`src/design/snc_pkg.sv`:
```
`timescale 1ns / 1ps
// shared types and constants for the nearest-center labelling block
// no dependencies

package snc_pkg;

   localparam int MAX_CLUSTERS_DEFAULT = 16;
   localparam int MAX_DIMS_DEFAULT     = 16;
   localparam int COMPONENT_BITS       = 16;
   localparam int PRODUCT_BITS         = 2 * COMPONENT_BITS;
   localparam int ACC_BITS             = 36;
   localparam int COUNT_BITS           = 5;
   localparam int USE_BITS             = 8;
   localparam int QUEUE_DEPTH          = 4;

   localparam logic [0:0] CSR_CLUSTER_COUNT   = 1'b0;
   localparam logic [0:0] CSR_DIMENSION_COUNT = 1'b1;

   localparam logic ACTION_LOAD  = 1'b0;
   localparam logic ACTION_POINT = 1'b1;

   typedef enum logic [0:0] {
      OP_LOAD  = 1'b0,
      OP_POINT = 1'b1
   } op_kind_type;

   typedef struct packed {
      logic                              action;
      logic [3:0]                        cluster_number;
      logic [3:0]                        component_number;
      logic signed [COMPONENT_BITS-1:0]  component_value;
   } req_type;

   typedef struct packed {
      logic [3:0]                        best_cluster;
      logic signed [ACC_BITS-1:0]        best_score;
   } rsp_type;

   typedef struct packed {
      op_kind_type                       kind;
      logic [3:0]                        cluster_number;
      logic [3:0]                        component_number;
      logic signed [COMPONENT_BITS-1:0]  value;
      logic                              last;
      logic [USE_BITS-1:0]               cluster_use;
   } op_type;

endpackage

```
`src/design/snc_argmax.sv`:
```
`timescale 1ns / 1ps
// registered compare tree over the final dot products, plus result register
// depends on snc_pkg

module snc_argmax import snc_pkg::*; #(
   parameter int MAX_CLUSTERS = MAX_CLUSTERS_DEFAULT
) (
   input  logic                                  clock,
   input  logic                                  reset,
   input  logic                                  leaf_valid,
   input  logic [MAX_CLUSTERS-1:0]               leaf_mask,
   input  logic [MAX_CLUSTERS-1:0][ACC_BITS-1:0] leaf_value,
   output logic                                  advance,
   output logic                                  rsp_valid,
   input  logic                                  rsp_ready,
   output rsp_type                               rsp_data
);

   localparam int LEVELS = $clog2(MAX_CLUSTERS);
   localparam int LEAVES = 1 << LEVELS;
   localparam int IW     = LEVELS;

   logic                       node_valid_ff [1:2*LEAVES-1];
   logic [IW-1:0]              node_idx_ff   [1:2*LEAVES-1];
   logic signed [ACC_BITS-1:0] node_val_ff   [1:2*LEAVES-1];
   logic [LEVELS:0]            stage_valid_ff;
   logic                       rsp_valid_ff;
   rsp_type                    rsp_data_ff;

   assign advance   = !rsp_valid_ff || rsp_ready;
   assign rsp_valid = rsp_valid_ff;
   assign rsp_data  = rsp_data_ff;

   always_ff @(posedge clock) begin
      if (reset) begin
         stage_valid_ff <= '0;
         rsp_valid_ff   <= 1'b0;
      end else if (advance) begin
         stage_valid_ff <= {leaf_valid, stage_valid_ff[LEVELS:1]};
         rsp_valid_ff   <= stage_valid_ff[0];
      end
   end

   always_ff @(posedge clock) begin
      if (advance) begin
         rsp_data_ff.best_cluster <= 4'(node_idx_ff[1]);
         rsp_data_ff.best_score   <= node_val_ff[1];
      end
   end

   for (genvar k = 0; k < LEAVES; k++) begin : g_leaf
      if (k < MAX_CLUSTERS) begin : g_used
         always_ff @(posedge clock) begin
            if (advance) begin
               node_valid_ff[LEAVES+k] <= leaf_mask[k];
               node_idx_ff[LEAVES+k]   <= IW'(k);
               node_val_ff[LEAVES+k]   <= leaf_value[k];
            end
         end
      end else begin : g_pad
         always_ff @(posedge clock) begin
            node_valid_ff[LEAVES+k] <= 1'b0;
            node_idx_ff[LEAVES+k]   <= IW'(k);
            node_val_ff[LEAVES+k]   <= '0;
         end
      end
   end

   // lower index wins a tie
   for (genvar i = 1; i < LEAVES; i++) begin : g_node
      logic pick_right;

      assign pick_right = node_valid_ff[2*i+1]
                        && (!node_valid_ff[2*i]
                            || (node_val_ff[2*i+1] > node_val_ff[2*i]));

      always_ff @(posedge clock) begin
         if (advance) begin
            node_valid_ff[i] <= node_valid_ff[2*i] || node_valid_ff[2*i+1];
            node_idx_ff[i]   <= pick_right ? node_idx_ff[2*i+1] : node_idx_ff[2*i];
            node_val_ff[i]   <= pick_right ? node_val_ff[2*i+1] : node_val_ff[2*i];
         end
      end
   end

endmodule

```
`config.mk`:
```
export PLATFORM = sky130hd
export DESIGN_NAME = snc_argmax
export DESIGN_NICKNAME = d
export VERILOG_FILES = /design/src/design/snc_pkg.sv /design/src/design/snc_argmax.sv
export SDC_FILE = /design/constraint.sdc
export NUM_CORES = 2
export LEC_CHECK = 0
export ABC_AREA = 1
export BUFFER_PORTS_ARGS = -buffer_cell sky130_fd_sc_hd__buf_2
export CAP_MARGIN = 20
export CORE_ASPECT_RATIO = 0.5
export CORE_MARGIN = 4
export CORE_UTILIZATION = 40
export CTS_CLUSTER_DIAMETER = 120
export DETAILED_ROUTE_END_ITERATION = 6
export SKIP_CTS_REPAIR_TIMING = 1
export SLEW_MARGIN = 10
export SYNTH_ARGS = -nofsm -noshare
export SYNTH_HDL_FRONTEND = slang
export SYNTH_SLANG_ARGS = --single-unit
```
`constraint.sdc`:
```
create_clock -name clock -period 126.1 [get_ports clock]
set_input_delay 37.83 -clock clock [delete_from_list [all_inputs] [get_ports clock]]
set_output_delay 37.83 -clock clock [all_outputs]
set_load 0.02 [all_outputs]
```
* Yosys cells after proc, flatten, opt, wreduce, memory -nomap -nowiden
Memory sizes are Yosys's and may differ from the RTL's. A register that Yosys moved wholly into a read port is not among the register bits. Cells that the tools add are included.
Operators by class: equality and inequality tests 0, add/sub/neg operators 0, bitwise logic cells 0, magnitude comparators 15, mux-type cells 32, shift-type cells 0, div/mod/pow operators 0, $mul 0, reductions and logical operators 62
Operators with widths (number):
- $gt A36 B36 Y1 | 15
- $mux W36 | 15
- $mux W4 | 15
- $logic_or A1 B1 Y1 | 31
- $logic_not A1 Y1 | 16
- $logic_and A1 B1 Y1 | 15
- $mux W1 | 2
Storage, ports and cells: output and inout port bits 42, memories 3, logic and storage cells 114, ROM bits 0, latch bits 0, memory bits (writable) 1271, bits in registers 6, input port bits 596
Memory list:
- node_val_ff | words 31, width 36, rd ports 31, clocked after memory_dff 1, wr ports 31, RTL line snc_argmax.sv:25 | logic signed [ACC_BITS-1:0] node_val_ff [1:2*LEAVES-1];
- node_idx_ff | words 31, width 4, rd ports 31, clocked after memory_dff 1, wr ports 31, RTL line snc_argmax.sv:24 | logic [IW-1:0] node_idx_ff [1:2*LEAVES-1];
- node_valid_ff | words 31, width 1, rd ports 30, clocked after memory_dff 0, wr ports 31, RTL line snc_argmax.sv:23 | logic node_valid_ff [1:2*LEAVES-1];

* Longest topological paths before layout
word-level depth 4, mapped depth 20, gate-level depth less buffers 18

* Worst setup path after synthesis
Ideal clock, no wire load.
path type input-to-output, start in rsp_ready, end out advance, path buffers 0, slack 26833 ps, data arrival time 61437 ps, required time 88270 ps, stages on the path 2, cells stage by stage nor2_1 > inv_1
Between the ends: word-level cells in the longest chain between the ends 1
Ends and longest elaborated chain:
- start: declaration | RTL line snc_argmax.sv:15 | input logic rsp_ready,
- $logic_or A1 B1 Y1 | RTL line snc_argmax.sv:30 | assign advance = !rsp_valid_ff || rsp_ready;
- end: declaration | RTL line snc_argmax.sv:13 | output logic advance,
Every way passes these cells.

* Worst setup path in the final report
Ends and elaborated chain as after synthesis.

==> results.sh <==
export IMPL_dp_cells=8230
export IMPL_worst_path_dominant_cell_family="buffers and inverters"
export IMPL_relSlewSlack_pct=28.0
export IMPL_p_int_w=0.000807
export IMPL_drive_above_1_share_pct=13.9
export IMPL_clkSinkCount=1218
export IMPL_nNetsFinal=7493
export IMPL_synth_top_flop_cell="edfxtp_1"
export IMPL_hold_viol_final=0
export IMPL_die_h_um=282
export IMPL_maxCapViolations=0
export IMPL_firstDrtPassIters=6
export IMPL_setup_viol=0
export IMPL_rsz0062_at_grt="no"
export IMPL_power_density_nw_per_um2=17.6
export IMPL_finalWorstSetupSlack_ns=49.14
export IMPL_core_area_um2=149000
export IMPL_cts_buffers=114
export IMPL_crit_chain="buf_2 -> nor2_1 -> inv_8 -> buf_2"
export IMPL_min_from="node_val_ff[1][23]"
export IMPL_synth_nets=6865
export IMPL_rrSetupSlack_ns=121.21
export IMPL_critical_path_startpoint="rsp_ready"
export IMPL_syn_avg_cell_area_um2=10.5
export IMPL_seqPwrFrac_pct=47.5
export IMPL_crit_type="input pin to output port"
export IMPL_grt_max_degree=179
export IMPL_synth_area_leaders="edfxtp_1, nand2_1, ha_1"
export IMPL_cp_common_cell="buf_2"
export IMPL_synthTopCellsByCount="nand2_1, edfxtp_1, inv_1"
export IMPL_die_x_um=556
export IMPL_worstSetupStartpointType="input pin"
export IMPL_drtIter0Drc=3437
export IMPL_clkPwrFrac_pct=28.7
export IMPL_dr_wl_met2_mm=78.9
export IMPL_clockBufferDepth=3
export IMPL_crit_required_ns=88.27
export IMPL_port_buffers=637
export IMPL_syn_area_um2=60200
export IMPL_place_congestion=0.876
export IMPL_worstPathArrival_ns=39.13
export IMPL_cp_slowest_stage_delay_ns=0.52
export IMPL_status="finished clean"
export IMPL_yosysTopAreaCellShare_pct=60.5
export IMPL_nFillCells=13919
export IMPL_drt_wl_total_mm=164
export IMPL_ant_nets=0
export IMPL_grt_pass1_wl_mm=238
export IMPL_clock_root_buffer="clkbuf_16"
export IMPL_dp_hpwl_mm=122
export IMPL_yosysWarningCount=0
export IMPL_dieArea_um2=157000
export IMPL_switching_share_pct=33.2
export IMPL_switching_power_w=0.000401
export IMPL_critPathMaxFanout=92
export IMPL_grt_pass1_vias=38917
export IMPL_synth_async_sr_flop_share_pct=0
export IMPL_yosysSeqAreaShare_pct=60.7
export IMPL_cts_tree="built"
export IMPL_finalNonFillerCells=8453
export IMPL_peakVddDrop_mv=0.0150
export IMPL_end_kind="output port"
export IMPL_clkLatencyLatePin_ns=0.74
export IMPL_area_growth_pct=14.4
export IMPL_p_comb_share_pct=23.8
export IMPL_min_period_ns=76.96
export IMPL_path_depth=4
export IMPL_start_util_pct=40.3
export IMPL_synth_seq_cells=1218
export IMPL_tns_ns=0
export IMPL_reg2reg_from="rsp_valid"
export IMPL_drt_wirelength_per_cell_um=19.4
export IMPL_fin_crit_sh_pct=61.0
export IMPL_drc=0
export IMPL_multi_input_area_um2=19700
export IMPL_power_leakage_nw=33.3
export IMPL_top_layer="met4"
export IMPL_rows=100
export IMPL_ios=638
export IMPL_vias=41175
export IMPL_fmax_mhz=13.0
export IMPL_rr_endpoint="node_val_ff[23][7]"
export IMPL_synthCells=5729
export IMPL_maxSlewViolCount=0
export IMPL_synth_top_area_cell="edfxtp_1"
export IMPL_hold_class="flop to flop"
export IMPL_cp_slowest_cell="nor2_1"
export IMPL_dp_slack_ns=49.11
export IMPL_clock_skew_ns=0.0415
export IMPL_globalRouteOverflowTotal=0
export IMPL_worstMarginPinSlew_ns=1.08
export IMPL_clk_pin_slew_ns=0.07
export IMPL_wl_met1_mm=72.8
export IMPL_grt_total_usage_pct=20.3
export IMPL_final_seq_area_um2=36500
export IMPL_path_buf_inv=3
export IMPL_grt_antenna_before_repair=20
export IMPL_wl_met3_mm=8.05
export IMPL_yosysMostFrequentCell="nand2_1"
export IMPL_htreeDepth=3
export IMPL_synthDistinctLibCells=31
export IMPL_endpoint="advance"
export IMPL_r2r_cells=7
export IMPL_avgViaCountPerCell=4.87
export IMPL_synth_edf_count=1212
## metrics by stage
stage / util, % / total power (W) / cell area, µm² / hold WS [ns]
6_report: 46.2 / 0.00121 / 68900 / 0.421
3_5_place_dp: 43.7 / 0.000871 / 65200 / 0.405
2_1_floorplan: - / 0.000760 / 60200 / 0.400
3_3_place_gp: 43.7 / 0.000868 / 65200 / 0.401
5_1_grt: 46.2 / 0.00128 / 68800 / 0.427
4_1_cts: 46.1 / 0.00122 / 68800 / 0.421
## layer usage
layer / track usage, % / vias up
met5: 0 / -
met4: 5.27 / 0
met3: 2.59 / 230
met2: 34.2 / 965
met1: 27.8 / 19615
li1: - / 20365
## cell type report
class	count	area share, %
Sequential cell	1218	53.0
Multi-Input combinational cell	3577	28.7
Timing Repair Buffer	676	5.09
Clock buffer	133	4.29
Inverter	770	4.21
Tap cell	1989	3.61
Clock inverter	78	1.04
Antenna cell	12	0.0436
## placed cells by master (no fill, tap or decap), types with 30 or more instances in the layout
master,Yosys,routed
clkbuf_16,0,115
buf_2,43,637
nand2_1,1861,1859
nand3_1,585,585
nor2_1,240,240
buf_4,29,37
a21o_1,30,30
edfxtp_1,1212,1212
a21oi_1,187,187
inv_1,770,769
o21ai_0,31,31
ha_1,540,540
## state kept, by name (all words and copies together) (netlist names)
signal and cells:
node_val_ff 1116, rsp_valid 1, rsp_data 40, stage_valid_ff 5
node_valid_ff 30, node_idx_ff 26
## power by group through the flow
stage,sequential (W),combinational [W],clock [W]
final,0.000574,0.000288,0.000347
after global routing,0.000580,0.000328,0.000372
after CTS,0.000574,0.000292,0.000355
after detailed placement,0.000582,0.000290,0
after global placement,0.000581,0.000287,0
after floorplan,0.000569,0.000191,0
## kinds of logic (layout without fill, tap and decap cells)
family / Yosys count / in the layout / share of synthesized area [%]
AOI/OAI and AO/OA: 290 / 290 / 2.71
and+or+nand+nor: 2747 / 2747 / 18.9
DFF: 1218 / 1218 / 60.7
other: 0 / 12 / 0
buffers and inverters: 934 / 1657 / 6.50
adders and majority gates: 540 / 540 / 11.2
## how the worst min path moves through the flow
| stage | slack (ns) | endpoint | cells after the start |
|---|---|---|---|
| 2_1_floorplan | 0.40 | rsp_data[0] | 0 |
| 3_3_place_gp | 0.40 | rsp_data[27] | 0 |
| 3_5_place_dp | 0.40 | rsp_data[12] | 0 |
| 4_1_cts | 0.42 | rsp_data[22] | 0 |
| 5_1_grt | 0.43 | rsp_data[31] | 0 |
| 6_report | 0.42 | rsp_data[23] | 0 |
Note: power is estimated with default switching activity, not from simulation.
