[src/design/snc_pkg.sv]
`timescale 1ns / 1ps
// shared types and constants for the nearest-center labelling block
// no dependencies

package snc_pkg;

   localparam int MAX_CLUSTERS_DEFAULT = 16;
   localparam int MAX_DIMS_DEFAULT     = 16;
   localparam int COMPONENT_BITS       = 16;
   localparam int PRODUCT_BITS         = 2 * COMPONENT_BITS;
   localparam int ACC_BITS             = 36;
   localparam int COUNT_BITS           = 5;
   localparam int USE_BITS             = 8;
   localparam int QUEUE_DEPTH          = 4;

   localparam logic [0:0] CSR_CLUSTER_COUNT   = 1'b0;
   localparam logic [0:0] CSR_DIMENSION_COUNT = 1'b1;

   localparam logic ACTION_LOAD  = 1'b0;
   localparam logic ACTION_POINT = 1'b1;

   typedef enum logic [0:0] {
      OP_LOAD  = 1'b0,
      OP_POINT = 1'b1
   } op_kind_type;

   typedef struct packed {
      logic                              action;
      logic [3:0]                        cluster_number;
      logic [3:0]                        component_number;
      logic signed [COMPONENT_BITS-1:0]  component_value;
   } req_type;

   typedef struct packed {
      logic [3:0]                        best_cluster;
      logic signed [ACC_BITS-1:0]        best_score;
   } rsp_type;

   typedef struct packed {
      op_kind_type                       kind;
      logic [3:0]                        cluster_number;
      logic [3:0]                        component_number;
      logic signed [COMPONENT_BITS-1:0]  value;
      logic                              last;
      logic [USE_BITS-1:0]               cluster_use;
   } op_type;

endpackage

[src/design/snc_front.sv]
`timescale 1ns / 1ps
// front end: count registers, decode and filtering of incoming transactions
// depends on snc_pkg

module snc_front import snc_pkg::*; #(
   parameter int MAX_CLUSTERS = MAX_CLUSTERS_DEFAULT,
   parameter int MAX_DIMS     = MAX_DIMS_DEFAULT
) (
   input  logic                  clock,
   input  logic                  reset,
   input  logic                  csr_we,
   input  logic [0:0]            csr_index,
   input  logic [COUNT_BITS-1:0] csr_wdata,
   input  logic                  req_valid,
   output logic                  req_ready,
   input  req_type               req_data,
   input  logic                  queue_full,
   output logic                  push,
   output op_type                push_op
);

   logic [COUNT_BITS-1:0] cluster_count_ff;
   logic [COUNT_BITS-1:0] dimension_count_ff;
   logic [USE_BITS-1:0]   cluster_use;
   logic [USE_BITS-1:0]   dim_use;
   logic [USE_BITS-1:0]   dnum_ext;
   logic                  load_ok;
   logic                  point_ok;

   always_ff @(posedge clock) begin
      if (reset) begin
         cluster_count_ff   <= COUNT_BITS'(1);
         dimension_count_ff <= COUNT_BITS'(1);
      end else if (csr_we) begin
         case (csr_index)
            CSR_CLUSTER_COUNT:   cluster_count_ff   <= csr_wdata;
            CSR_DIMENSION_COUNT: dimension_count_ff <= csr_wdata;
            default: ;
         endcase
      end
   end

   always_comb begin
      if (cluster_count_ff == '0)
         cluster_use = USE_BITS'(1);
      else if (USE_BITS'(cluster_count_ff) > USE_BITS'(MAX_CLUSTERS))
         cluster_use = USE_BITS'(MAX_CLUSTERS);
      else
         cluster_use = USE_BITS'(cluster_count_ff);

      if (dimension_count_ff == '0)
         dim_use = USE_BITS'(1);
      else if (USE_BITS'(dimension_count_ff) > USE_BITS'(MAX_DIMS))
         dim_use = USE_BITS'(MAX_DIMS);
      else
         dim_use = USE_BITS'(dimension_count_ff);

      dnum_ext = USE_BITS'(req_data.component_number);
      load_ok  = (req_data.action == ACTION_LOAD)
               && (USE_BITS'(req_data.cluster_number) < USE_BITS'(MAX_CLUSTERS))
               && (dnum_ext < USE_BITS'(MAX_DIMS));
      point_ok = (req_data.action == ACTION_POINT) && (dnum_ext < dim_use);

      req_ready = !queue_full;
      push      = req_valid && !queue_full && (load_ok || point_ok);

      push_op.kind             = (req_data.action == ACTION_POINT) ? OP_POINT : OP_LOAD;
      push_op.cluster_number   = req_data.cluster_number;
      push_op.component_number = req_data.component_number;
      push_op.value            = req_data.component_value;
      push_op.last             = (dnum_ext == (dim_use - USE_BITS'(1)));
      push_op.cluster_use      = cluster_use;
   end

endmodule

[config.mk]
export PLATFORM = sky130hd
export DESIGN_NAME = snc_front
export DESIGN_NICKNAME = d
export VERILOG_FILES = /design/src/design/snc_pkg.sv /design/src/design/snc_front.sv
export SDC_FILE = /design/constraint.sdc
export NUM_CORES = 1
export LEC_CHECK = 0
export BUFFER_PORTS_ARGS = -buffer_cell sky130_fd_sc_hd__buf_2
export CAP_MARGIN = 10
export CORE_MARGIN = 4
export CORE_UTILIZATION = 41
export CTS_CLUSTER_SIZE = 14
export DETAILED_ROUTE_END_ITERATION = 6
export GPL_ROUTABILITY_DRIVEN = 0
export HOLD_SLACK_MARGIN = 0.03
export PLACE_DENSITY = 0.85
export SLEW_MARGIN = 30
export SYNTH_ARGS = -nofsm -noshare
export SYNTH_HDL_FRONTEND = slang
export SYNTH_SLANG_ARGS = --single-unit
[constraint.sdc]
create_clock -name clock -period 2.7 [get_ports clock]
set_clock_uncertainty 0.15 [all_clocks]
set_input_delay 0.405 -clock clock [delete_from_list [all_inputs] [get_ports clock]]
set_output_delay 0.405 -clock clock [all_outputs]
set_load 0.05 [all_outputs]
## Yosys cells after proc, flatten, opt, wreduce, memory -nomap -nowiden

Cells that the tools add are included.

- Memory bits (read-only): 0
- Bits of input ports: 36
- Word-level logic and storage cells: 23
- Latch bits: 0
- Memories: 0
- Bits in writable memories: 0
- Output and inout bits: 36
- Register bits after elaboration: 10

- $add $sub $neg: 1
- Magnitude comparators: 3
- Shift operators: 0
- Multiply operators: 0
- Bitwise gates (word level): 2
- Equal/unequal tests: 1
- Mux-type cells: 5
- Reduce and logical (&&, ||, !) cells: 9
- Div/mod/pow operators: 0

Operators with widths:

| cell | number |
|---|---|
| 2-to-1 mux 5 bit | 4 |
| greater-than comparator 5 bit, second input constant | 2 |
| logical NOT 5 bit | 2 |
| equality test 4 x 8 -> 1 bit | 1 |
| < comparator 4 x 8 -> 1 bit | 1 |
| subtractor 8 x 1 -> 8 bit, second input constant | 1 |
| AND reduction 2 bit | 2 |
| logical AND 1 bit | 3 |
| inverter 1 bit | 2 |
| logical NOT 1 bit | 1 |
| logical OR 1 bit | 1 |
| 2-to-1 mux 1 bit | 1 |

## Depth between registers and ports, before layout

Gate-level depths: netlist of the first run.

- Depth after elaboration: 7
- Gate-level depth with buffers: 9
- Gate-level depth less buffers: 9

## Worst setup path after synthesis of the first run

No wires, ideal clock.

- Path type: register to output
- Start point: reg dimension_count_ff[1]
- End point: out push_op[8] in the netlist's numbering
- Buffers on the path: 0
- Cell stages (with the launch flop): 9
- Setup slack: 25 ps
- Data required time: 2145 ps
- Arrival time: 2120 ps
- Cells stage by stage: dfxtp_1 nor3_1 nor2_1 nor2_1 inv_1 ha_1 xor2_1 nand3_1 nor4_2

RTL lines:

| item | RTL line | source |
|---|---|---|
| start, declared | snc_front.sv:23 | `logic [COUNT_BITS-1:0] dimension_count_ff;` |
| start signal, assigned | snc_front.sv:37 | `CSR_DIMENSION_COUNT: dimension_count_ff <= csr_wdata;` |
| end, declared | snc_front.sv:19 | `output op_type push_op` |

==> metrics.csv, run 1 <==
metric;value;unit
clk_lat worst skew;0.26;ns
RSZ-0062 raised after global routing;false;
design internal power;278;µW
sw power;141;µW
Tmin final;2.58;ns
Worst setup SP type;register;
top_reg_cell synth;dfxtp_1;
PnR Total Power;420;µW
Yosys warning count;0;
drt first-iter violations;5;
Sw Share;33.7;%
I/O Pins;72;
# rows;16;
Fill cells;224;
Worst-path clk slew;0.06;ns
vias in the first global route;561;
Comb pwr share;30.1;%
share of layout cells above drive strength 1;32.4;%
ant diodes;0;
Arr. time, crit path;2.03;ns
CP max FO;4;
critical path class;reg -> out;
Detail Placement HPWL;1160;µm
clock sinks;10;
DIE AREA;2850;µm²
Core ar.;1960;µm²
endpoint class of the critical path;primary output;
Die Span Y;53.4;µm
Max rail drop VDD;0.336;mV
Mapped Cells;109;
Final Max Tran Viols;0;
count of cell types in the netlist;26;
All-Layer GR Usage;10.6;%
status;completed;
total CTS buffers;3;
number of max-cap violations;0;
# setup viols final;0;
drc violations;0;
maximum level of the CTS H-tree;1;
part of the power in registers;38.8;%
Post-Syn Area;845;µm²
final net count;153;
GR Overflow Total;0;
fin crit share;95.6;%
fraction of registers with async set/reset;0;%
TritonCTS clock tree;done;
# hold bufs at CTS;0;
average size of a mapped cell;7.75;µm²
Area Growth Syn to Fin;-0.741;%
Post-synth EDFFs;0;
vias per cell;4.60;
design area;838;µm²
Resize count post-CTS;0;
total wire length;1420;µm
P per Cell Area;501;nW/µm²
Root Driver;clkbuf_4;
Crit path required time;2.14;ns
post-CTS repair timing setup buffer count;0;
Final ANT Viol Nets;0;
CP startpoint;dimension_count_ff[1];
Die Wd;53.4;µm
Hold WC Path Type;in -> reg;
Max Buffers Root-to-Sink;2;
TritonRoute pass-1 iters;3;
final hold vios;0;
worst reg2reg startpoint;dimension_count_ff[4];
antenna violations before repair;0;
hold wc startpoint;csr_wdata[3];
largest net degree at the start of global routing;11;
Clk pwr share;31.1;%
starting density of the core;43.0;%
Hold Worst Slack;0.240;ns
placed cell area;800;µm²
via count;635;
flops & latches, synth;10;
total negative slack;0;ns
PortBufs;28;
register area share after synthesis;23.7;%
FMAX;0.387;GHz
final core occ;42.7;%
wire per inst;10.3;µm
leakage;0.000423;µW
global-route wire length before repair;2240;µm
[worst max-delay path, cell delays in order (launching register included)]
cell and delay [ns]:
dfxtp_1 0.34, nor3_1 0.21, nor2_1 0.06, nor2_1 0.12
inv_1 0.06, ha_1 0.29, xor2_1 0.15, nand3_1 0.09
nor4_2 0.22, buf_4 0.24
[synth_stat cells, types with 2 or more instances]
cell type	instances	area [µm²]
buf_4	28	210
nand2b_1	5	31.3
inv_1	5	18.8
ha_1	5	62.6
mux2i_1	4	40.0
dfxtp_1	10	200
nor2b_1	5	31.3
nand3_1	6	30.0
nand2_1	7	26.3
nor2_1	10	37.5
a21oi_1	5	25.0
clkbuf_1	3	11.3
xor2_1	2	17.5
nor3_1	2	10.0
[power by group through the flow]
stage                     sequential (µW)  combinational [µW]  clock (µW)
after floorplan                       163                 185           0
after global placement                166                 123           0
after detailed placement              166                 126           0
after CTS                             163                 127         137
after global routing                  164                 138         142
final                                 163                 126         130
[final timing paths]
check                          endpoint  slack, ns  cells past startpoint
hold / removal      cluster_count_ff[3]       0.24                      3
setup / recovery             push_op[8]       0.12                      9
hold reg to reg     cluster_count_ff[0]       0.32                      1
setup reg to reg  dimension_count_ff[4]       1.82                      2
[sequential cells by signal (all words and copies together) (netlist names)]
signal,cells
cluster_count_ff,5
dimension_count_ff,5
[logic make-up (layout without fill, tap and decap cells)]
kind of cell | after synthesis | count (layout) | synth area share [%]
AO/OA/AOI/OAI | 10 | 10 | 7.56
XOR/XNOR | 3 | 3 | 3.11
adder cells (fa/ha/maj) | 5 | 5 | 7.41
buffers and inverters | 37 | 37 | 29.0
flip-flops | 10 | 10 | 23.7
multiplexers | 4 | 4 | 4.74
other | 1 | 3 | 0.444
AND/OR/NAND/NOR | 39 | 39 | 24.0
[routing by layer]
| metal | vias to the layer above | share of wire (%) | routed length [µm] | global-route usage, % |
|---|---|---|---|---|
| li1 | 327 | - | - | - |
| met1 | 264 | 47 | 662 | 12.2 |
| met2 | 36 | 38 | 543 | 16.7 |
| met3 | 8 | 13 | 177 | 2.54 |
| met4 | 0 | 2.2 | 31 | 7.66 |
| met5 | - | 0 | 0 | 0 |
[stage by stage]
| stage | worst slack, ns | std cells |
|---|---|---|
| after floorplan | 0.0253 | 111 |
| after global routing | 0.00332 | 138 |
| after CTS | 0.0450 | 138 |
| after global placement | 0.435 | 134 |
| after detailed placement | 0.343 | 134 |
| final | 0.119 | 138 |
[final cells by class]
type	count	area, µm²	area share [%]
well taps	27	33.8	4.03
repair buffers	28	143	17.0
clock buffers	4	36.3	4.33
inverters	5	18.8	2.24
flip-flops and latches	10	200	23.9
multi-input cells	64	407	48.5
[layout by cell type, fill, tap and decap left out, drive strengths merged, types with 3 or more instances in the layout]
master / instances
dfxtp: 10
clkbuf: 4
nand2: 7
nand2b: 5
a21oi: 6
buf: 28
nand3: 6
inv: 5
mux2i: 4
conb: 3
nor2b: 5
ha: 5
nor2: 10
Power figures use the tool's default switching activity.
==> run 2: changes to the inputs <==
Settings changed: CELL_PAD_IN_SITES_DETAIL_PLACEMENT set to 1, CELL_PAD_IN_SITES_GLOBAL_PLACEMENT set to 1, CORE_UTILIZATION 41 to 26, PLACE_DENSITY 0.85 to not set, PLACE_DENSITY_LB_ADDON set to 0.1.
==> run 2 against run 1 <==
Net effect:
- clock power is 22% lower
- sequential power hardly changed
- non-clock buffer count unchanged
- critical endpoint unchanged
- register-to-register slack about the same
==> metrics.csv, run 2 (synthesized netlist as in run 1, its figures left out) <==
metric;value;unit;change
part of the power in registers;41.8;%;+3.0 points
Final ANT Viol Nets;0;;unchanged
FMAX;0.393;GHz;+1.4%
status;completed;;
# hold bufs at CTS;0;;unchanged
Die Span Y;65.0;µm;+22%
vias in the first global route;666;;+19%
TritonCTS clock tree;done;;
Max Buffers Root-to-Sink;2;;unchanged
critical path class;reg -> out;;
most frequent cells in the layout;27 x buf_2, 10 x nor2_1, 9 x dfxtp_1, 7 x nand2_1, 6 x nand3_1;;
hold wc startpoint;csr_wdata[1];;
flop2flop setup slack;1.82;ns;about the same
Arr. time, crit path;1.99;ns;-0.04 ns
CP max FO;5;;+1
final hold vios;0;;unchanged
number of max-cap violations;0;;unchanged
# rows;20;;+4
Comb pwr share;32.3;%;+2.2 points
RSZ-0062 raised after global routing;true;;
DIE AREA;4220;µm²;+48%
GR Overflow Total;0;;unchanged
PnR Total Power;392;µW;-6.6%
design internal power;248;µW;-11%
Area Growth Syn to Fin;0.889;%;
largest net degree at the start of global routing;11;;unchanged
Clk pwr share;25.9;%;-5.2 points
total wire length;1730;µm;+22%
Crit path required time;2.14;ns;about the same
Max rail drop VDD;0.187;mV;-44%
vias per cell;4.21;;-8.6%
Placed Instances;151;;+13%
wire per inst;11.2;µm;+9.5%
post-CTS repair timing setup buffer count;0;;unchanged
I/O Pins;72;;unchanged
drt first-iter violations;12;;+7
clk_lat worst skew;0.26;ns;about the same
CP endpoint;push_op[8];;
antenna violations before repair;0;;unchanged
Final Max Tran Viols;0;;unchanged
starting density of the core;27.4;%;-16 points
Sw Share;36.7;%;+3.0 points
total CTS buffers;3;;unchanged
ant diodes;0;;unchanged
Die Wd;65.0;µm;+22%
leakage;0.000418;µW;-1.3%
Detail Placement HPWL;1460;µm;+25%
via count;648;;+2.0%
Core ar.;3080;µm²;+57%
Worst-path clk slew;0.07;ns;about the same
P per Cell Area;460;nW/µm²;-8.1%
Hold WC Path Type;in -> reg;;
Top Registers;cluster_count_ff (5), dimension_count_ff (5);;
share of layout cells above drive strength 1;33.6;%;+1.2 points
CP startpoint;dimension_count_ff[2];;
All-Layer GR Usage;9.21;%;-1.4 points
# setup viols final;0;;unchanged
worst r2r path cells;1;;-1
non-filler cells, final;154;;+12%
worst reg2reg startpoint;dimension_count_ff[0];;
final net count;153;;unchanged
PortBufs;28;;unchanged
global-route wire length before repair;3010;µm;+35%
RR Endpoint;dimension_count_ff[0];;
Root Driver;clkbuf_4;;
clock sinks;10;;unchanged
endpoint class of the critical path;primary output;;
fin crit share;94.3;%;-1.3 points
Worst setup SP type;register;;
Tmin final;2.55;ns;-0.0356 ns
most common cell after layout, fill and taps aside;buf_2;;
TritonRoute pass-1 iters;3;;unchanged
maximum level of the CTS H-tree;1;;unchanged
drc violations;0;;unchanged
sw power;144;µW;+1.8%
-- run 2: cell count changes in the layout (fill, tap and decap cells not counted) --
cell / change
clkbuf_8: -1
dfxtp_1: -1
dfxtp_2: +1
nor3_1: -1
nor3_2: +1
-- run 2: power by group through the flow --
| stage | logic, µW | clock network (µW) | registers, µW |
|---|---|---|---|
| after floorplan | 185 | 0 | 163 |
| after global placement | 128 | 0 | 167 |
| after detailed placement | 128 | 0 | 167 |
| after CTS | 128 | 109 | 164 |
| after global routing | 140 | 124 | 166 |
| final | 127 | 102 | 164 |
-- run 2: repair_timing --
action | CTS | global route
hold endpoints to repair | 0 | 0
setup endpoints to repair | 0 | 2
resized for setup | 0 | 4
-- run 2: how the worst min path moves through the flow --
stage | endpoint | slack [ns] | cells after the start
after floorplan | cluster_count_ff[0] | 0.29 | 1
after global placement | cluster_count_ff[0] | 0.31 | 1
after detailed placement | cluster_count_ff[0] | 0.32 | 1
after CTS | cluster_count_ff[1] | 0.24 | 3
after global routing | cluster_count_ff[1] | 0.24 | 3
final | cluster_count_ff[1] | 0.25 | 3
-- run 2: cell type report --
class	count	area, µm²
Fill cell	409	2230
Inverter	5	18.8
Sequential cell	10	201
Tap cell	44	55.1
Clock buffer	3	22.5
Timing Repair Buffer	28	143
Multi-Input combinational cell	64	412
-- run 2: metrics by stage --
| stage | hold slack, ns | setup TNS, ns | area (µm²) | worst slack [ns] | util (%) |
|---|---|---|---|---|---|
| floorplan | 0.286 | 0 | 852 | 0.0253 | - |
| global placement | 0.307 | 0 | 821 | 0.391 | 26.7 |
| detailed placement | 0.317 | 0 | 821 | 0.332 | 26.7 |
| CTS | 0.243 | 0 | 843 | 0.0227 | 27.4 |
| global route | 0.244 | -0.0423 | 852 | -0.0423 | 27.7 |
| finish | 0.249 | 0 | 852 | 0.154 | 27.7 |
-- run 2: routing by layer --
layer | GRT usage (%) | vias up | wire [µm]
met5 | 0 | - | 0
met4 | 5.01 | 0 | 48
met3 | 3.99 | 12 | 155
met2 | 12.5 | 26 | 717
met1 | 12.0 | 283 | 809
li1 | - | 327 | -
-- run 2: critical path: stages (launching register included) --
cell and delay (ns):
dfxtp_1 0.36, nor3_2 0.16, nor2_1 0.05, nor2_1 0.12
inv_1 0.06, ha_1 0.28, xor2_1 0.15, nand3_1 0.10
nor4_2 0.21, buf_4 0.23
==> run 3: changes to the inputs <==
Settings changed: GPL_TIMING_DRIVEN set to 0.
==> run 3 against run 2 <==
Net effect:
- clock power fell by 6%
- final cell count rose by 33%
- first-iteration DRC count fell by 75%
- wire length rose by 21%
- count of clock-buffer cells in the layout did not move
- global-route usage rose by 1.2 points
- core utilization rose by 11 points
- sequential share of layout area fell by 6.4 points
- hold slack improved by 0.00054 ns
- largest power group is now combinational cells
==> metrics.csv, run 3 (synthesized netlist as in run 1, its figures left out) <==
metric;value;unit;change
wire per inst;10.3;µm;-8.7%
final core occ;38.3;%;+11 points
total CTS buffers;3;;unchanged
I/O Pins;72;;unchanged
Setup WS pre-CTS;0.322;ns;-0.0108 ns
All-Layer GR Usage;10.4;%;+1.2 points
Crit path required time;2.14;ns;about the same
vias per cell;4.19;;-0.42%
vias in the first global route;821;;+23%
clk_lat worst skew;0.26;ns;about the same
Area Growth Syn to Fin;39.4;%;
TritonCTS clock tree;done;;
fin crit share;93.4;%;-0.84 points
Max Buffers Root-to-Sink;2;;unchanged
DIE AREA;4220;µm²;unchanged
final hold vios;0;;unchanged
GR Overflow Total;0;;unchanged
Hold WC Path Type;in -> reg;;
via count;859;;+33%
drt first-iter violations;3;;-9
Tmin final;2.52;ns;-0.0228 ns
largest net degree at the start of global routing;11;;unchanged
Max rail drop VDD;0.203;mV;+8.3%
clock sinks;10;;unchanged
Root Driver;clkbuf_4;;
# rows;20;;unchanged
maximum level of the CTS H-tree;1;;unchanged
global-route wire length before repair;3510;µm;+17%
P per Cell Area;416;nW/µm²;-9.6%
PortBufs;47;;+68%
most frequent cells in the layout;47 x buf_2, 29 x buf_4, 10 x nor2_1, 8 x dfxtp_1, 7 x nand2_1;;
most common cell after layout, fill and taps aside;buf_2;;
endpoint class of the critical path;primary output;;
total negative slack;0;ns;unchanged
placed cell area;1140;µm²;+39%
number of max-cap violations;0;;unchanged
drc violations;0;;unchanged
design area;1180;µm²;+38%
Final ANT Viol Nets;0;;unchanged
Core ar.;3080;µm²;unchanged
Top Registers;cluster_count_ff (5), dimension_count_ff (5);;
Placed Instances;202;;+34%
leakage;0.000638;µW;+53%
starting density of the core;27.4;%;unchanged
share of layout cells above drive strength 1;54.0;%;+20 points
antenna violations before repair;0;;unchanged
final net count;204;;+33%
Die Wd;65.0;µm;unchanged
Arr. time, crit path;1.97;ns;-0.02 ns
hold path cells;3;;unchanged
Worst-path clk slew;0.06;ns;about the same
Detail Placement HPWL;1890;µm;+30%
critical path class;reg -> out;;
setup ws final;0.177;ns;+0.0228 ns
Final Max Tran Viols;0;;unchanged
non-filler cells, final;205;;+33%
TritonRoute pass-1 iters;2;;-1
CP max FO;4;;-1
# setup viols final;0;;unchanged
worst r2r path cells;3;;+2
FMAX;0.396;GHz;+0.90%
Worst setup SP type;register;;
ant diodes;0;;unchanged
post-CTS repair timing setup buffer count;0;;unchanged
total wire length;2100;µm;+21%
status;completed;;
Die Span Y;65.0;µm;unchanged
## run 3: changes by cell type in the layout (fill, tap and decap cells not counted), sizes merged
cell	previous run	this run
buf	28	76
clkbuf	3	6
## run 3: routing by layer
metal / wire length [µm] / vias to the layer above / track usage [%] / share of wire (%)
met5: 0 / - / 0 / 0
met3: 278 / 0 / 4.85 / 13
met4: 0 / 0 / 1.58 / 0
met2: 982 / 50 / 17.5 / 47
li1: - / 429 / - / -
met1: 842 / 380 / 12.1 / 40
## run 3: cell type report
type                       instances  area (µm²)
buffer                            32         226
clock buffer                       3        22.5
timing repair buffer              47         238
sequential                        10         203
tap                               44        55.1
multi-input combinational         64         414
inverter                           5        18.8
fill                             413        1900
## run 3: worst paths after layout
kind	start	end	slack, ns
max	dimension_count_ff[1]	push_op[8]	0.18
max reg2reg	dimension_count_ff[4]	dimension_count_ff[4]	1.80
min	csr_wdata[2]	cluster_count_ff[2]	0.25
min reg2reg	cluster_count_ff[0]	cluster_count_ff[0]	0.32
## run 3: power by group
part	internal, µW	switching [µW]
combinational	78.1	153
sequential	156	6.96
clock	51.2	45.0
## run 3: timing repair
action                                  CTS  global route
endpoints found under the setup margin    0             1
gates resized for setup                   0             6
hold buffers                              0             0
## run 3: through the flow
step / hold slack (ns) / total power [µW]
global route: 0.234 / 529
floorplan: 0.286 / 348
CTS: 0.243 / 498
global placement: 0.304 / 394
detailed placement: 0.304 / 398
finish: 0.249 / 490
## run 3: worst max-delay path, cell delays in order (launching register included)
cell and delay [ns]:
dfxtp_2 0.34, nor3_2 0.17, nor2_1 0.05, nor2_1 0.14, inv_1 0.06, ha_2 0.32
xor2_1 0.15, nand3_1 0.10, nor4_2 0.15, buf_4 0.24
