<file path="src/design/snc_pkg.sv">
`timescale 1ns / 1ps
// shared types and constants for the nearest-center labelling block
// no dependencies

package snc_pkg;

   localparam int MAX_CLUSTERS_DEFAULT = 16;
   localparam int MAX_DIMS_DEFAULT     = 16;
   localparam int COMPONENT_BITS       = 16;
   localparam int PRODUCT_BITS         = 2 * COMPONENT_BITS;
   localparam int ACC_BITS             = 36;
   localparam int COUNT_BITS           = 5;
   localparam int USE_BITS             = 8;
   localparam int QUEUE_DEPTH          = 4;

   localparam logic [0:0] CSR_CLUSTER_COUNT   = 1'b0;
   localparam logic [0:0] CSR_DIMENSION_COUNT = 1'b1;

   localparam logic ACTION_LOAD  = 1'b0;
   localparam logic ACTION_POINT = 1'b1;

   typedef enum logic [0:0] {
      OP_LOAD  = 1'b0,
      OP_POINT = 1'b1
   } op_kind_type;

   typedef struct packed {
      logic                              action;
      logic [3:0]                        cluster_number;
      logic [3:0]                        component_number;
      logic signed [COMPONENT_BITS-1:0]  component_value;
   } req_type;

   typedef struct packed {
      logic [3:0]                        best_cluster;
      logic signed [ACC_BITS-1:0]        best_score;
   } rsp_type;

   typedef struct packed {
      op_kind_type                       kind;
      logic [3:0]                        cluster_number;
      logic [3:0]                        component_number;
      logic signed [COMPONENT_BITS-1:0]  value;
      logic                              last;
      logic [USE_BITS-1:0]               cluster_use;
   } op_type;

endpackage

</file>
<file path="src/design/snc_queue.sv">
`timescale 1ns / 1ps
// small fifo of decoded operations between front and back end
// depends on snc_pkg

module snc_queue import snc_pkg::*; (
   input  logic   clock,
   input  logic   reset,
   input  logic   push,
   input  op_type push_op,
   input  logic   pop,
   output logic   full,
   output logic   empty,
   output op_type head_op
);

   localparam int AW = $clog2(QUEUE_DEPTH);

   op_type          entry_ff [QUEUE_DEPTH];
   logic [AW-1:0]   wr_ptr_ff;
   logic [AW-1:0]   rd_ptr_ff;
   logic [AW:0]     count_ff;
   logic [AW:0]     count_in;

   assign full    = (count_ff == (AW+1)'(QUEUE_DEPTH));
   assign empty   = (count_ff == '0);
   assign head_op = entry_ff[rd_ptr_ff];

   always_comb begin
      count_in = count_ff;
      if (push && !pop)
         count_in = count_ff + (AW+1)'(1);
      else if (pop && !push)
         count_in = count_ff - (AW+1)'(1);
   end

   always_ff @(posedge clock) begin
      if (reset) begin
         wr_ptr_ff <= '0;
         rd_ptr_ff <= '0;
         count_ff  <= '0;
      end else begin
         if (push)
            wr_ptr_ff <= wr_ptr_ff + AW'(1);
         if (pop)
            rd_ptr_ff <= rd_ptr_ff + AW'(1);
         count_ff <= count_in;
      end
   end

   always_ff @(posedge clock) begin
      if (push)
         entry_ff[wr_ptr_ff] <= push_op;
   end

endmodule

</file>
<file path="config.mk">
export PLATFORM = sky130hd
export DESIGN_NAME = snc_queue
export DESIGN_NICKNAME = d
export VERILOG_FILES = /design/src/design/snc_pkg.sv /design/src/design/snc_queue.sv
export SDC_FILE = /design/constraint.sdc
export NUM_CORES = 1
export LEC_CHECK = 0
export BUFFER_PORTS_ARGS = -buffer_cell sky130_fd_sc_hd__buf_2
export CORE_ASPECT_RATIO = 1.25
export CORE_MARGIN = 3
export CORE_UTILIZATION = 60
export CTS_BUF_LIST = sky130_fd_sc_hd__clkbuf_2
export DETAILED_ROUTE_END_ITERATION = 10
export MAX_ROUTING_LAYER = met4
export PLACE_DENSITY_LB_ADDON = 0.1
export SYNTH_ARGS = -nofsm -noshare
export SYNTH_HDL_FRONTEND = slang
export SYNTH_SLANG_ARGS = --single-unit
export TNS_END_PERCENT = 1
</file>
<file path="constraint.sdc">
create_clock -name clock -period 3.8 [get_ports clock]
set_input_delay 0.19 -clock clock [delete_from_list [all_inputs] [get_ports clock]]
set_output_delay 0.19 -clock clock [all_outputs]
set_load 0.01 [all_outputs]
</file>
# Yosys cells after proc, flatten, opt, wreduce, memory -nomap -nowiden
# Memory sizes are Yosys's and may differ from the RTL's. A register that Yosys moved wholly into a read port is not among the register bits.
# Index checks and enable logic that the tools add are counted.
# classes
mux	6
n_eq_ne	1
n_reduce_logical	6
add_sub_neg	4
# op_table
cell	n
3-bit two-way mux	2
2-bit by 1-bit adder with 2-bit output (second input constant)	2
2-bit two-way mux	2
3-bit by 1-bit adder with 3-bit output (second input constant)	1
3-bit equality test (second input constant)	1
3-bit zero test	1
3-bit by 1-bit subtractor with 3-bit output (second input constant)	1
1-bit logical AND	2
1-bit zero test	2
1-bit two-way mux	2
2-bit nonzero test	1
# totals
mem_bits_rw	136
in_bits	38
n_memories	1
register_bits	7
out_inout_bits	36
# memory_table
memory	words	width	read_ports	rd_clocked_by_memory_dff	wr	line_no	rtl
entry_ff	4	34	1	1	1	snc_queue.sv:18	op_type entry_ff [QUEUE_DEPTH];

# Depth between registers and ports, before layout
# Gate-level depths: netlist of the first run.
# depth
word_depth	4
ltp_mapped	7

# Worst setup path before layout of the first run
# OpenSTA, ideal clock, no wires.
# synth_timing
path_kind	reg2reg
startpoint	register wr_ptr_ff[0]
endpoint	memory entry_ff[2][0] (netlist name) (enable)
path_slack_ns	2.029
n_path_buf	0
stages_incl_launch_ff	4
setup_time_ns	0.394
arrival_ns	1.376
required_ns	3.406
cell_sequence	dfxtp_1 inv_1 ha_1 and2_1
# synth_lines
item	line_no	rtl
start, declared	snc_queue.sv:19	logic [AW-1:0] wr_ptr_ff;
start signal, assigned	snc_queue.sv:43	wr_ptr_ff <= wr_ptr_ff + AW'(1);
end, declared	snc_queue.sv:18	
# Straight into the memory's write port.

==> run_results.csv, run 1 <==
group,metric,value,unit
sta,finalCritPeriodShare,73.5,%
pwr,powerDensity,462,nW/um2
sta,hold_violations,0,
outcome,status,"finished clean",
floorplanning,io_pins,74,
place,placedCellCount,407,
pwr,p_leak,2.23,nW
global_routing,gr-usage-all-layers,19.2,%
clock_tree,ctsRootBufferMaster,"clkbuf_2",
sta,fin_tns_setup,0,ns
finish,final_nets,388,
yosys,synth_edf_count,136,
floorplanning,die_area,10200,um2
yosys,syn_area_per_cell,24.3,um2
sta,finClkSkew,0.0105,ns
routing,ant_nets,0,
clock_tree,clk_latency,0.64,ns
flow_run,maxCapViolCount,0,
routing,drt_wl_total,8410,um
critical_path,cp_max_fo,19,
critical_path,setup.worst_path.end_class,"output port",
hold_path,hold_start,"push_op[32]",
floorplanning,initial_utilization,61.9,%
clock_tree,h-tree-depth,4,
yosys,yosys.cell_types.count,22,
finish,antenna_cells,0,
global_routing,grt_max_degree,35,
floorplanning,die_h,112,um
sta,rsz0062_at_grt,"false",
finish,seqCellArea,4270,um2
yosys,netlist_top_cells_area,"edfxtp_1 (76%), mux4_2 (13%), dfxtp_1 (3.3%)",
floorplanning,die-width,90.7,um
critical_path,r2r_cells,3,
yosys,async_reset_ff_share,0,%
floorplanning,row_count,38,
critical_path,start_kind,"register",
sta,fmax,0.358,GHz
sta,tightest_slew,0.936,ns
place,hpwl,4890,um
global_routing,grt_pass1_wl,13800,um
sta,setup_violations,0,
yosys,netlist.area_leader.share,75.9,%
yosys,yosysSeqAreaShare,79.2,%
clock_tree,clock_path_buffers,2,
yosys,syn_area,5380,um2
critical_path,timing_worst_setup_path_type,"reg -> out",
routing,drt_drc_violations_left,0,
place,place.gp.congestion,0.663,
global_routing,overflow,0,
routing,vias_per_cell,5.29,
critical_path,cp_data_required_time,3.61,ns
finish,drive_gt1_share,39.5,%
yosys,yosys.area.top_type,"edfxtp_1",
clock_tree,cts_setup_buffers,0,
clock_tree,clk_pin_slew,0.20,ns
yosys,synthTopCellsByCount,"edfxtp_1 (136), mux4_2 (30), dfxtp_1 (9)",
yosys,syn_nets,266,
finish,layout.cells.non_filler,477,
hold_path,min_path_type,"in -> reg",
floorplanning,core-area,8700,um2
global_routing,grt_pass1_vias,2727,
pwr,irDropWorstVdd,0.000286,V
clock_tree,cts_buffers,17,
finish,utilization,73.6,%
place,port_buffers,73,
finish,fillers,533,
finish,synthToLayoutAreaGrowth,19.0,%
clock_tree,clock_sinks,145,
sta,slew_headroom,37.6,%
yosys,yosysMostFrequentCell,"edfxtp_1",
global_routing,antenna_found_initial,0,
yosys,synth_ff_type,"edfxtp_1",
yosys,ys.warnings.count,0,
clock_tree,cts_tree,"done",
routing,avgRoutedWirePerCell,17.6,um
yosys,ys_ff_latch,145,
yosys,syn_inst,222,
routing,drt_iter0_drc,198,
critical_path,r2r_start,"wr_ptr_ff[0]$_SDFFE_PP0P_",
routing,dr.pass1.iters,4,
critical_path,crit_arrival,2.60,ns
hold_path,hold_path_depth,2,
sta,finalCriticalPeriod,2.79,ns
finish,multi_input_area,1020,um2
routing,vias,2524,
sta,drv_slew,0,
## kinds of logic after synthesis
kind of cell    Yosys count  share of synthesized area [%]
flops                   145                           79.2
simple gates             15                           1.37
xor+xnor                  5                          0.814
compound gates            2                          0.186
buf+inv                  13                           2.02
fa+ha+maj                 6                           1.53
mux                      36                           14.9
## routing by layer
layer,vias up,part of all wire [%],GRT usage [%]
met5,-,0,-
met4,0,0.95,7.97
met3,9,5.0,5.00
met2,81,53,30.6
met1,1257,41,23.8
li1,1177,-,-
## registers in the layout, indices dropped and copies added, names as in the netlist, named ones only
register	flops
rd_ptr_ff	2
wr_ptr_ff	2
count_ff	3
entry_ff	136
## report_power, final
group / switching [mW] / internal, mW
Clock: 0.511 / 0.228
Sequential: 0.0462 / 1.83
Combinational: 0.160 / 0.181
Total: 0.717 / 2.24
## critical path, cell delays in order (launching register included)
cell and delay, ns:
dfxtp_2 0.79, buf_4 0.44, mux4_2 0.55, buf_2 0.16
## repair_timing
item                      in CTS  in global routing
hold endpoints to repair     145                  0
resized for setup              0                  0
hold buffers                  38                  0
## path summary, 6_finish.rpt
check / to / slack, ns
setup / recovery: head_op[19] / 1.01
setup reg to reg: entry_ff[0][19]$_DFFE_PP_ / 2.05
hold / removal: entry_ff[3][32]$_DFFE_PP_ / 0.27
hold reg to reg: count_ff[2]$_SDFFE_PP0P_ / 0.52
## layout make-up
cell class | instances | share of cell area (%)
clock buffer | 17 | 1.33
clock inverter | 15 | 1.87
inverter | 4 | 0.234
multi-input combinational | 64 | 15.9
sequential | 145 | 66.6
tap | 120 | 2.34
timing repair buffer | 112 | 11.8
## stage by stage
stage | hold slack, ns | setup WS (ns) | power, mW | cell area (um2)
after global placement | 0.402 | 1.67 | 2.22 | 5820
final | 0.272 | 1.01 | 2.96 | 6410
after floorplan | 0.289 | 2.03 | 2.11 | 5380
after detailed placement | 0.405 | 1.66 | 2.23 | 5820
after CTS | 0.187 | 0.846 | 3.00 | 6410
after global routing | 0.156 | 0.701 | 3.12 | 6410
## placed cells by master, fill, tap and decap left out, drive strengths merged, types with 2 or more instances in the layout
cell and n:
mux2i 2, clkbuf 17, xnor2 2, buf 74, dlygate4sd3 38, inv 5
xor2 3, and2 4, edfxtp 136, ha 5, clkinvlp 4, dfxtp 9
nor2 7, mux4 34, clkinv 9
No activity file was read; power rests on OpenSTA's default activity.
==> run 2: changes to the inputs <==
ABC_AREA = 1   (was not set)
CORE_UTILIZATION = 59   (was 60)
clock period = 2.6 ns   (was 3.8 ns; I/O delays follow)
==> run 2 against run 1 <==
Hold slack worse by 0.064 ns. First-iteration DRC count down 5.6%. Final cell count up 34%. Synthesized cell count up 74%. Utilization down 0.97 points. Wire length up 28%. Combinational power up 60%. Clock-buffer cell count up 1. Sequential power up 43%. Flip-flop and latch count unchanged. Sequential share of layout area down 3.3 points. Cell area up 5.2%.
==> run_results.csv, run 2 <==
group,metric,value,unit
yosys,yosysMostFrequentCell,"edfxtp_1",
floorplanning,die-width,93.9,um
pwr,p_leak,2.47,nW
finish,largest_register,"entry_ff",
yosys,syn_area,5690,um2
clock_tree,clk_latency,0.66,ns
yosys,syn_nets,431,
clock_tree,ctsHoldBuffers,38,
routing,vias,3467,
place,hpwl,6120,um
floorplanning,io_pins,74,
sta,setup_violations,0,
finish,final_nets,550,
finish,final_common_cell,"edfxtp_1",
finish,largestRegisters,"entry_ff (136), count_ff (3)",
place,placedCellCount,572,
floorplanning,die_h,116,um
global_routing,grt_pass1_vias,3503,
sta,finClkSkew,0.0140,ns
pwr,clkPwrFrac,28.0,%
clock_tree,cts_setup_buffers,0,
pwr,pwr-share-comb,12.2,%
routing,avgRoutedWirePerCell,16.8,um
critical_path,crit_arrival,2.21,ns
global_routing,grt_pass1_wl,17300,um
finish,drive_gt1_share,29.7,%
global_routing,antenna_found_initial,0,
clock_tree,clock_path_buffers,2,
finish,fillers,637,
clock_tree,ctsRootBufferMaster,"clkbuf_2",
pwr,seq_power_share,59.8,%
place,port_buffers,73,
sta,hold_violations,0,
sta,finalCritPeriodShare,90.2,%
sta,tightest_slew,0.646,ns
finish,layout.cells.non_filler,641,
place,place.gp.congestion,0.758,
finish,multi_input_area,1190,um2
sta,slew_headroom,56.9,%
routing,drt_wl_total,10700,um
routing,dr.pass1.iters,4,
sta,rsz0062_at_grt,"false",
floorplanning,die_area,10900,um2
critical_path,setup.worst_path.end_class,"output port",
yosys,synth_edf_count,136,
yosys,synthTopCellsByCount,"edfxtp_1 (136), o21ai_0 (68), nor2_1 (54)",
routing,drt_drc_violations_left,0,
global_routing,grt_max_degree,69,
finish,synthToLayoutAreaGrowth,18.3,%
yosys,syn_inst,387,
finish,layout_common_cells,"edfxtp_1 (136), buf_2 (73), o21ai_0 (68)",
pwr,powerDensity,668,nW/um2
routing,drt_iter0_drc,187,
sta,fmax,0.427,GHz
pwr,swShare,24.6,%
critical_path,start_kind,"register",
yosys,synth_ff_type,"edfxtp_1",
finish,seqCellArea,4270,um2
routing,ant_nets,0,
pwr,p_int,3.39,mW
clock_tree,cts_buffers,17,
finish,antenna_cells,0,
yosys,yosysSeqAreaShare,74.9,%
yosys,netlist.area_leader.share,71.7,%
sta,finalCriticalPeriod,2.34,ns
sta,fin_tns_setup,0,ns
clock_tree,cts_tree,"done",
yosys,ys_ff_latch,145,
floorplanning,row_count,39,
clock_tree,cts-resized-gates,0,
clock_tree,clk_pin_slew,0.19,ns
critical_path,cp_max_fo,68,
yosys,yosys.cell_types.count,24,
outcome,status,"finished clean",
yosys,yosys.area.top_type,"edfxtp_1",
yosys,async_reset_ff_share,0,%
clock_tree,clock_sinks,145,
sta,drv_slew,0,
global_routing,overflow,0,
floorplanning,initial_utilization,61.4,%
yosys,netlist_top_cells_area,"edfxtp_1 (72%), o21ai_0 (6.0%), o22ai_2 (4.4%)",
flow_run,maxCapViolCount,0,
pwr,p_total,4.50,mW
pwr,p_switching,1.11,mW
global_routing,gr-usage-all-layers,22.2,%
yosys,ys.warnings.count,0,
yosys,syn_area_per_cell,14.7,um2
critical_path,timing_worst_setup_path_type,"reg -> out",
routing,vias_per_cell,5.41,
critical_path,cp_data_required_time,2.47,ns
hold_path,min_path_type,"in -> reg",
pwr,irDropWorstVdd,0.000480,V
floorplanning,core-area,9270,um2
finish,largest_register_ffs,136,
clock_tree,h-tree-depth,4,
[run 2: worst max-delay path, stage by stage, from the launching register on]
cell     delay [ns]
dfxtp_2        0.40
buf_4          0.55
o21ai_0        0.22
o22ai_1        0.22
buf_2          0.17
[run 2: logic make-up (layout without fill, tap and decap cells)]
family / after synthesis / count (layout) / share of synthesized area (%)
AO/OA/AOI/OAI: 110 / 110 / 12.6
AND/OR/NAND/NOR: 87 / 87 / 6.73
buffers and inverters: 38 / 169 / 4.15
flip-flops: 145 / 145 / 74.9
adder cells (fa/ha/maj): 6 / 6 / 1.45
XOR/XNOR: 1 / 1 / 0.154
[run 2: final timing paths]
check	endpoint	slack, ns	cells past startpoint	startpoint
setup / recovery	head_op[31]	0.26	4	register
hold / removal	entry_ff[3][1]$_DFFE_PP_	0.21	2	push_op[1]
setup reg to reg	entry_ff[2][31]$_DFFE_PP_	1.18	5	wr_ptr_ff[0]$_SDFFE_PP0P_
hold reg to reg	rd_ptr_ff[1]$_SDFFE_PP0P_	0.47	1	rd_ptr_ff[1]$_SDFFE_PP0P_
[run 2: stage by stage]
stage / setup WS, ns / hold slack, ns / cell area, um2 / utilization, %
floorplan: 0.951 / 0.202 / 5690 / -
global placement: 0.988 / 0.304 / 6120 / 66.0
detailed placement: 0.956 / 0.311 / 6120 / 66.0
CTS: 0.180 / 0.134 / 6740 / 72.7
global route: 0.00552 / 0.111 / 6740 / 72.7
finish: 0.256 / 0.208 / 6740 / 72.7
[run 2: final cells by class]
| cell class | count | share of cell area (%) |
|---|---|---|
| flip-flops and latches | 145 | 63.3 |
| multi-input cells | 204 | 17.7 |
| repair buffers | 121 | 12.2 |
| well taps | 123 | 2.28 |
| clock inverters | 13 | 2.15 |
| clock buffers | 18 | 1.34 |
| inverters | 17 | 1.02 |
[run 2: power groups by stage]
stage	Sequential (mW)	Clock (mW)	Combinational, mW
after global placement	2.74	0	0.491
after detailed placement	2.74	0	0.506
after floorplan	2.74	0	0.326
final	2.69	1.26	0.547
after global routing	2.70	1.39	0.608
after CTS	2.69	1.30	0.554
[run 2: routing by layer]
layer  wire length [um]  vias up  share of wire (%)  track usage [%]
met2               5710      102                 53             36.3
li1                   -     1669                  -                -
met5                  0        -                  0                -
met3                476       17                4.4             5.45
met1               4390     1679                 41             26.5
met4                160        0                1.5             9.06
==> run 3: changes to the inputs <==
--- a/config.mk
+++ b/config.mk
@@ -6,5 +6,4 @@
 export NUM_CORES = 1
 export LEC_CHECK = 0
-export ABC_AREA = 1
 export BUFFER_PORTS_ARGS = -buffer_cell sky130_fd_sc_hd__buf_2
 export CORE_ASPECT_RATIO = 1.25
@@ -15,4 +14,5 @@
 export MAX_ROUTING_LAYER = met4
 export PLACE_DENSITY_LB_ADDON = 0.1
+export SETUP_SLACK_MARGIN = 0.15
 export SYNTH_ARGS = -nofsm -noshare
 export SYNTH_HDL_FRONTEND = slang
==> constraint.sdc (replaced) <==
create_clock -name clock -period 2.6 [get_ports clock]
set_input_delay 0.13 -clock clock [delete_from_list [all_inputs] [get_ports clock]]
set_output_delay 0.13 -clock clock [all_outputs]
set_load 0.02 [all_outputs]
==> run 3 against run 2 <==
Global-route usage fell by 2.0 points. Maximum frequency up 3.7%. Combinational power grew 14%. Clock-buffer cell count decreased by 1. Cell area shrank 1.6%. Critical endpoint is now head_op[33]. Largest cell class unchanged.
==> run_results.csv, run 3 (synthesis results as in run 1) <==
group,metric,value,unit
global_routing,overflow,0,
sta,finalCritPeriodShare,86.9,%
critical_path,setup.worst_path.end_class,"output port",
critical_path,crit_arrival,2.13,ns
critical_path,cp_cell_sequence,"buf_16, mux4_1, buf_2",
finish,layout_common_cells,"edfxtp_1 (136), buf_2 (73), dlygate4sd3_1 (38)",
finish,drive_gt1_share,39.5,%
finish,final_common_cell,"edfxtp_1",
clock_tree,clock_sinks,145,
finish,final_cell_area,6630,um2
hold_path,min_path_type,"in -> reg",
pwr,powerDensity,722,nW/um2
clock_tree,h-tree-depth,4,
place,place.gp.congestion,0.665,
global_routing,grt_pass1_vias,2844,
critical_path,cp_data_required_time,2.47,ns
floorplanning,die_area,10300,um2
floorplanning,die_h,113,um
pwr,swShare,23.1,%
finish,antenna_cells,0,
critical_path,timing_worst_setup_path_type,"reg -> out",
critical_path,start_kind,"register",
sta,setup_violations,0,
sta,tightest_slew,0.437,ns
critical_path,r2r_cells,5,
routing,ant_nets,0,
global_routing,grt_max_degree,29,
clock_tree,cts_tree,"done",
sta,slew_headroom,70.9,%
critical_path,critPathTopFamily,"multiplexers",
clock_tree,clk_pin_slew,0.18,ns
floorplanning,core-area,8800,um2
critical_path,slowest_stage,"mux4_1",
global_routing,grt_pass1_wl,14800,um
clock_tree,clock_path_buffers,2,
clock_tree,ctsRootBufferMaster,"clkbuf_2",
routing,drt_iter0_drc,113,
routing,drt_drc_violations_left,0,
pwr,clkPwrFrac,29.9,%
pwr,seq_power_share,57.0,%
sta,fin_tns_setup,0,ns
sta,finalCriticalPeriod,2.26,ns
finish,largest_register_ffs,136,
finish,largestRegisters,"entry_ff (136), count_ff (3)",
sta,rsz0062_at_grt,"false",
critical_path,r2r_end,"count_ff[2]$_SDFFE_PP0P_",
routing,vias,2577,
finish,final_nets,394,
routing,vias_per_cell,5.35,
place,port_buffers,73,
hold_path,hold_start,"push_op[24]",
hold_path,hold_end,"entry_ff[2][24]$_DFFE_PP_",
sta,drv_slew,0,
critical_path,crit_buf_inv,2,
finish,largest_register,"entry_ff",
floorplanning,die-width,91.4,um
outcome,status,"finished clean",
place,placedCellCount,412,
critical_path,slowest_delay,0.58,ns
critical_path,r2r_start,"count_ff[0]$_SDFFE_PP0P_",
finish,synthToLayoutAreaGrowth,23.1,%
critical_path,rrSetupSlack,0.57,ns
finish,utilization,75.3,%
sta,fmax,0.443,GHz
global_routing,antenna_found_initial,0,
routing,avgRoutedWirePerCell,18.8,um
pwr,p_switching,1.10,mW
clock_tree,clk_latency,0.65,ns
sta,hold_violations,0,
place,placed_area,5930,um2
pwr,p_int,3.68,mW
flow_run,maxCapViolCount,0,
routing,drt_wl_total,9060,um
global_routing,gr-usage-all-layers,20.2,%
floorplanning,row_count,38,
pwr,pwr-share-comb,13.1,%
pwr,p_total,4.78,mW
pwr,irDropWorstVdd,0.000461,V
clock_tree,cts_buffers,17,
place,hpwl,5490,um
finish,layout.cells.non_filler,482,
pwr,p_leak,2.33,nW
critical_path,cp_max_fo,14,
clock_tree,cts_setup_buffers,0,
hold_path,hold_path_depth,2,
floorplanning,initial_utilization,61.2,%
sta,finClkSkew,0.0150,ns
floorplanning,io_pins,74,
routing,dr.pass1.iters,4,
[run 3: routing by layer]
metal  vias up  global-route usage [%]  wire length, um
met2        78                    34.2             4930
met4         0                    8.55              145
met3        13                    5.52              436
met1      1307                    22.5             3550
met5         -                       -                0
li1       1179                       -                -
[run 3: worst max-delay path by stage]
stage                                    end  cells after the start
floorplan           entry_ff[2][0]$_DFFE_PP_                      3
global placement                 head_op[33]                      3
detailed placement               head_op[33]                      3
CTS                              head_op[33]                      3
global route                     head_op[33]                      3
finish                           head_op[33]                      3
[run 3: final cells by class]
type | count | area, um2
clock buffer | 17 | 85.1
tap | 120 | 150
timing repair buffer | 118 | 898
fill | 519 | 2170
multi-input combinational | 64 | 1020
clock inverter | 14 | 194
sequential | 145 | 4270
inverter | 4 | 15.0
[run 3: metrics by stage]
stage                     hold slack, ns  setup slack (ns)
after global placement             0.343             0.911
after floorplan                    0.229             0.829
after detailed placement           0.346             0.893
final                              0.206             0.341
after global routing               0.128             0.202
after CTS                          0.104             0.168
[run 3: repair_timing]
item	CTS	global route
hold buffers	38	0
gates cloned	0	1
resized for setup	1	1
setup endpoints to repair	5	4
endpoints found under the hold margin	145	0
[run 3: power by group through the flow]
stage / Clock [mW] / Sequential (mW) / Combinational, mW
global placement: 0 / 2.77 / 0.572
detailed placement: 0 / 2.78 / 0.576
finish: 1.43 / 2.73 / 0.624
CTS: 1.48 / 2.73 / 0.626
floorplan: 0 / 2.75 / 0.400
global route: 1.57 / 2.74 / 0.672
